**src/hw/rtl/itl_pkg.sv**
```systemverilog
// Shared constants, codes and control structs for the interpolating table lookup.
package itl_pkg;

    // Table geometry
    localparam int TABLE_DEPTH = 256;
    localparam int ADDR_W      = $clog2(TABLE_DEPTH);
    localparam int LEN_W       = 9;

    // Word field widths
    localparam int VAL_W  = 16;
    localparam int POS_W  = 32;
    localparam int FRAC_W = 16;

    // Scaled position: fraction of one period times a length
    localparam int PROD_W = FRAC_W + LEN_W;

    // Value returned for a table of one entry or fewer (1.0 in Q8.8)
    localparam logic signed [VAL_W-1:0] ONE_Q8_8 = 16'sh0100;

    // Item commands
    localparam logic CMD_LOAD   = 1'b0;
    localparam logic CMD_LOOKUP = 1'b1;

    // Configuration register indexes
    localparam int CFG_IDX_W  = 2;
    localparam int CFG_DATA_W = LEN_W;
    localparam logic [CFG_IDX_W-1:0] CFG_TABLE_LENGTH = 2'd0;
    localparam logic [CFG_IDX_W-1:0] CFG_CLAMP_MODE   = 2'd1;
    localparam logic [CFG_IDX_W-1:0] CFG_SNAP_MODE    = 2'd2;

    // Controller to datapath commands
    typedef struct packed {
        logic take;    // input word accepted this cycle
        logic scale;   // form scaled position and clamp flags
        logic rd_lo;   // resolve indexes, read lower entry
        logic rd_hi;   // latch lower entry, read upper entry
        logic interp;  // multiply difference by fraction
        logic finish;  // load output register
    } t_dp_cmd;

    // Datapath to controller status
    typedef struct packed {
        logic is_lookup;  // word on the input channel is a lookup
    } t_dp_stat;

endpackage

```
**src/hw/rtl/itl_ctrl.sv**
```systemverilog
// Controller: sequences one lookup through scale, two reads, multiply and sum.
module itl_ctrl (
    input  logic              i_clk,
    input  logic              i_rst_n,
    input  logic              i_in_valid,
    output logic              o_in_ready,
    output logic              o_out_valid,
    input  logic              i_out_ready,
    input  itl_pkg::t_dp_stat i_stat,
    output itl_pkg::t_dp_cmd  o_cmd
);
    import itl_pkg::*;

    typedef enum logic [5:0] {
        S_IDLE  = 6'b000001,
        S_SCALE = 6'b000010,
        S_RDLO  = 6'b000100,
        S_RDHI  = 6'b001000,
        S_MUL   = 6'b010000,
        S_SUM   = 6'b100000
    } t_state;

    t_state r_state;
    t_state n_state;
    logic   r_out_valid;
    logic   n_out_valid;
    logic   take;
    logic   finish;

    // Words are taken only between lookups; loads finish in the accept cycle
    assign o_in_ready = (r_state == S_IDLE);
    assign take       = i_in_valid && o_in_ready;
    assign finish     = (r_state == S_SUM) && (!r_out_valid || i_out_ready);

    assign o_cmd.take   = take;
    assign o_cmd.scale  = (r_state == S_SCALE);
    assign o_cmd.rd_lo  = (r_state == S_RDLO);
    assign o_cmd.rd_hi  = (r_state == S_RDHI);
    assign o_cmd.interp = (r_state == S_MUL);
    assign o_cmd.finish = finish;

    // Next state
    always_comb begin
        n_state = r_state;
        unique case (r_state)
            S_IDLE:  if (take && i_stat.is_lookup) n_state = S_SCALE;
            S_SCALE: n_state = S_RDLO;
            S_RDLO:  n_state = S_RDHI;
            S_RDHI:  n_state = S_MUL;
            S_MUL:   n_state = S_SUM;
            S_SUM:   if (finish) n_state = S_IDLE;
            default: n_state = S_IDLE;
        endcase
    end

    // Output register occupancy
    always_comb begin
        n_out_valid = r_out_valid;
        if (finish) begin
            n_out_valid = 1'b1;
        end else if (i_out_ready) begin
            n_out_valid = 1'b0;
        end
    end

    always_ff @(posedge i_clk) begin
        if (!i_rst_n) begin
            r_state     <= S_IDLE;
            r_out_valid <= 1'b0;
        end else begin
            r_state     <= n_state;
            r_out_valid <= n_out_valid;
        end
    end

    assign o_out_valid = r_out_valid;

`ifndef SYNTH
    // An accepted lookup starts the sequence
    a_lookup_starts: assert property (@(posedge i_clk) disable iff (!i_rst_n)
        (take && i_stat.is_lookup) |=> (r_state == S_SCALE))
        else $error("accepted lookup did not start scaling");

    // A result waiting on a stalled receiver holds the sequencer in the sum step
    a_sum_holds: assert property (@(posedge i_clk) disable iff (!i_rst_n)
        (r_state == S_SUM && r_out_valid && !i_out_ready) |=> (r_state == S_SUM))
        else $error("sum step left while output register was full");

    // Every finished lookup presents a word
    a_finish_presents: assert property (@(posedge i_clk) disable iff (!i_rst_n)
        finish |=> r_out_valid)
        else $error("finished lookup produced no output word");

    // Upper read always follows the lower read
    a_read_order: assert property (@(posedge i_clk) disable iff (!i_rst_n)
        (r_state == S_RDHI) |-> ($past(r_state) == S_RDLO))
        else $error("upper entry read out of order");
`endif

endmodule

```
**config.mk**
```make
export PLATFORM = sky130hd
export DESIGN_NAME = itl_ctrl
export DESIGN_NICKNAME = d
export VERILOG_FILES = /design/src/hw/rtl/itl_pkg.sv /design/src/hw/rtl/itl_ctrl.sv
export SDC_FILE = /design/constraint.sdc
export NUM_CORES = 1
export LEC_CHECK = 0
export ABC_AREA = 1
export BUFFER_PORTS_ARGS = -buffer_cell sky130_fd_sc_hd__buf_2
export CAP_MARGIN = 20
export CORE_AREA = 4 4 41 43
export CTS_CLUSTER_DIAMETER = 40
export DETAILED_ROUTE_END_ITERATION = 16
export DIE_AREA = 0 0 45 47
export GPL_ROUTABILITY_DRIVEN = 0
export GPL_TIMING_DRIVEN = 0
export RECOVER_POWER = 50
export SETUP_SLACK_MARGIN = 0.4
export SYNTH_ARGS = -nofsm -noshare
export SYNTH_HDL_FRONTEND = slang
export SYNTH_SLANG_ARGS = --single-unit
export TNS_END_PERCENT = 1
```
**constraint.sdc**
```tcl
create_clock -name i_clk -period 1.5 [get_ports i_clk]
set_clock_uncertainty 0.1 [all_clocks]
set_input_delay 0.375 -clock i_clk [delete_from_list [all_inputs] [get_ports i_clk]]
set_output_delay 0.375 -clock i_clk [all_outputs]
set_load 0.01 [all_outputs]
```
==> reports/summary.txt <==
clk slew on worst S/H paths: 50 ps
warnings from Yosys: 0
Critical Path Source Type: flop
growth of design area from synthesis to finish: 51.3%
Site Rows: 13
class of the most critical setup path: flop to primary output
antenna-violating nets left: 0
FF-to-FF setup slack: 240 ps
relative slew slack: 87.0%
total number of clock tree sinks: 7
drt pass-1 iters: 4
final hold viol count: 0
failing checks: setup timing
status: complete, but fails checks
setup slack of the critical path after layout: -185 ps
number of CTS-inserted buffers: 3
Power Dens Cells: 1010 nW/um^2
instance count of the mapped netlist: 62
gr ovfl total: 0
number of vias in the routed layout: 444
kind of end point of the critical path: primary output
unrepaired setup endpoints after global routing: yes
number of max-slew violations in the final report: 0
wire length per cell: 9.37 um
first-pass GRT wire length: 1630 um
syn_area_per_cell: 7.04 um^2
peak fanout along the critical path: 3
largest net degree at the start of global routing: 7
layout cell share with drive strength beyond 1: 65.5%
root buffer cell: sky130_fd_sc_hd__clkbuf_4
Chip Height: 47 um
post-detailed-route via-to-cell ratio: 4.48
total half-perimeter wirelength after legalization and detailed placement: 683 um
count of final setup violators: 7
data required time at the worst endpoint: 1020 ps
Synth area leader: sky130_fd_sc_hd__dfxtp_1
worst hold slack: 283 ps
antenna violations before repair: 0
synth unique cells: 17
Synth Net Count: 67
LEAKAGE: 0.000350 uW
Cell Area, Synth: 437 um^2
post-route cell area: 661 um^2
utilization of the core after routing: 50.8%
total inserted antenna cells: 0
main area contributors after synthesis: sky130_fd_sc_hd__dfxtp_1 32%, sky130_fd_sc_hd__nor2_2 10%, sky130_fd_sc_hd__inv_1 8.6%, sky130_fd_sc_hd__nor2_4 7.7%, sky130_fd_sc_hd__nor2_1 6.9%
maximum number of buffers from clock root to sink: 2
count of input and output buffers: 12
fin nets: 90
final cycle utilization of the critical path: 112%
Post-route DRC: 0
number of synthesized register bits: 7
Die Footprint: 2120 um^2
transition time of the tightest slew-check pin: 195 ps
hold buffer count at CTS: 0
Critical Path AT: 1210 ps
timing-limited maximum frequency: 593 MHz
Initial Utilization: 33.6%
fraction of the yosys area taken by sequential cells: 32.1%
Final Critical Period: 1690 ps
Max Cap Violations: 0
vias in the first global route: 423
drt total wl: 928 um
global-route usage over all layers: 10.6%
CTS tree: yes
die span in x: 45 um
total negative slack: -834 ps
Peak VDD IR: 0.000419 V
number of levels the H-tree was split into: 1
number of I/O pins: 13
share of the synthesized area in the top cell type: 32.1%
area of the placeable core: 1300 um^2
DRT iter0 DRCs: 5
source-to-sink clock delay at the later pin of the worst-skew pair: 240 ps
cell area after placement: 523 um^2
Worst Hold Class: input pin to flop
flip-flops by register name, indices dropped and copies added, names as in the netlist:
name and cells:
r_state 6, o_out_valid 1
placed cells by master, fill, tap and decap left out, drive strengths merged:
cell type / count
nor2: 18
nor3b: 1
buf: 20
nand2: 8
inv: 15
nand4: 3
a21oi: 2
dfxtp: 7
nand3: 4
o21ai: 2
clkbuf: 4
cells in the mapped netlist, drive strengths merged:
library cell  number
nor2              18
inv               15
nand2              8
dfxtp              7
nand3              4
nand4              3
a21oi              2
buf                2
o21ai              2
nor3b              1
power breakdown:
group / internal [uW] / switching (uW)
sequential: 205 / 21.2
combinational: 131 / 141
clock: 101 / 65.3
what timing repair did:
item | in CTS | in global routing
buffers inserted | 4 | 2
endpoints found under the setup margin | 9 | 13
resized for setup | 11 | 8
pin swaps | 6 | 6
kinds of logic after synthesis:
| kind of cell | synth area share, % |
|---|---|
| buffers and inverters | 16.9 |
| AND/OR/NAND/NOR | 45.6 |
| flip-flops | 32.1 |
| AO/OA/AOI/OAI | 5.44 |
through the flow:
step	setup slack, ps	cells	total power [uW]
after global routing	-287	99	718
after CTS	-184	97	663
after detailed placement	29.5	89	444
final	-185	99	664
after global placement	49.1	89	440
after floorplan	189	62	393
critical path, cell delays in order (launching register included):
cell	delay (ps)
sky130_fd_sc_hd__dfxtp_2	340
sky130_fd_sc_hd__nor2_4	150
sky130_fd_sc_hd__buf_4	130
sky130_fd_sc_hd__nand4_1	150
sky130_fd_sc_hd__inv_1	80
sky130_fd_sc_hd__buf_2	120
metal layers:
metal | GRT usage (%) | wire (um) | vias up
li1 | - | - | 231
met1 | 12.5 | 395 | 202
met2 | 17.2 | 466 | 9
met3 | 2.30 | 52 | 2
met4 | 7.02 | 13 | 0
met5 | 0 | 0 | -
path summary, 6_finish.rpt:
kind	end	cells past startpoint	from
worst max register to register	o_out_valid$_SDFFE_PN0P_	9	r_state[2]$_SDFFE_PN0P_
worst min register to register	r_state[2]$_SDFFE_PN0P_	3	r_state[0]$_SDFFE_PN1P_
worst max-delay path	o_cmd[3]	5	r_state[5]$_SDFFE_PN0P_
worst min-delay path	r_state[1]$_SDFFE_PN0P_	3	i_rst_n
area by class of cell:
cell class | instances | area [um^2]
Buffer | 2 | 15.0
Clock buffer | 4 | 26.3
Fill cell | 141 | 641
Inverter | 15 | 61.3
Multi-Input combinational cell | 38 | 258
Sequential cell | 7 | 151
Tap cell | 15 | 18.8
Timing Repair Buffer | 18 | 130
No activity file was read; power rests on OpenSTA's default activity.
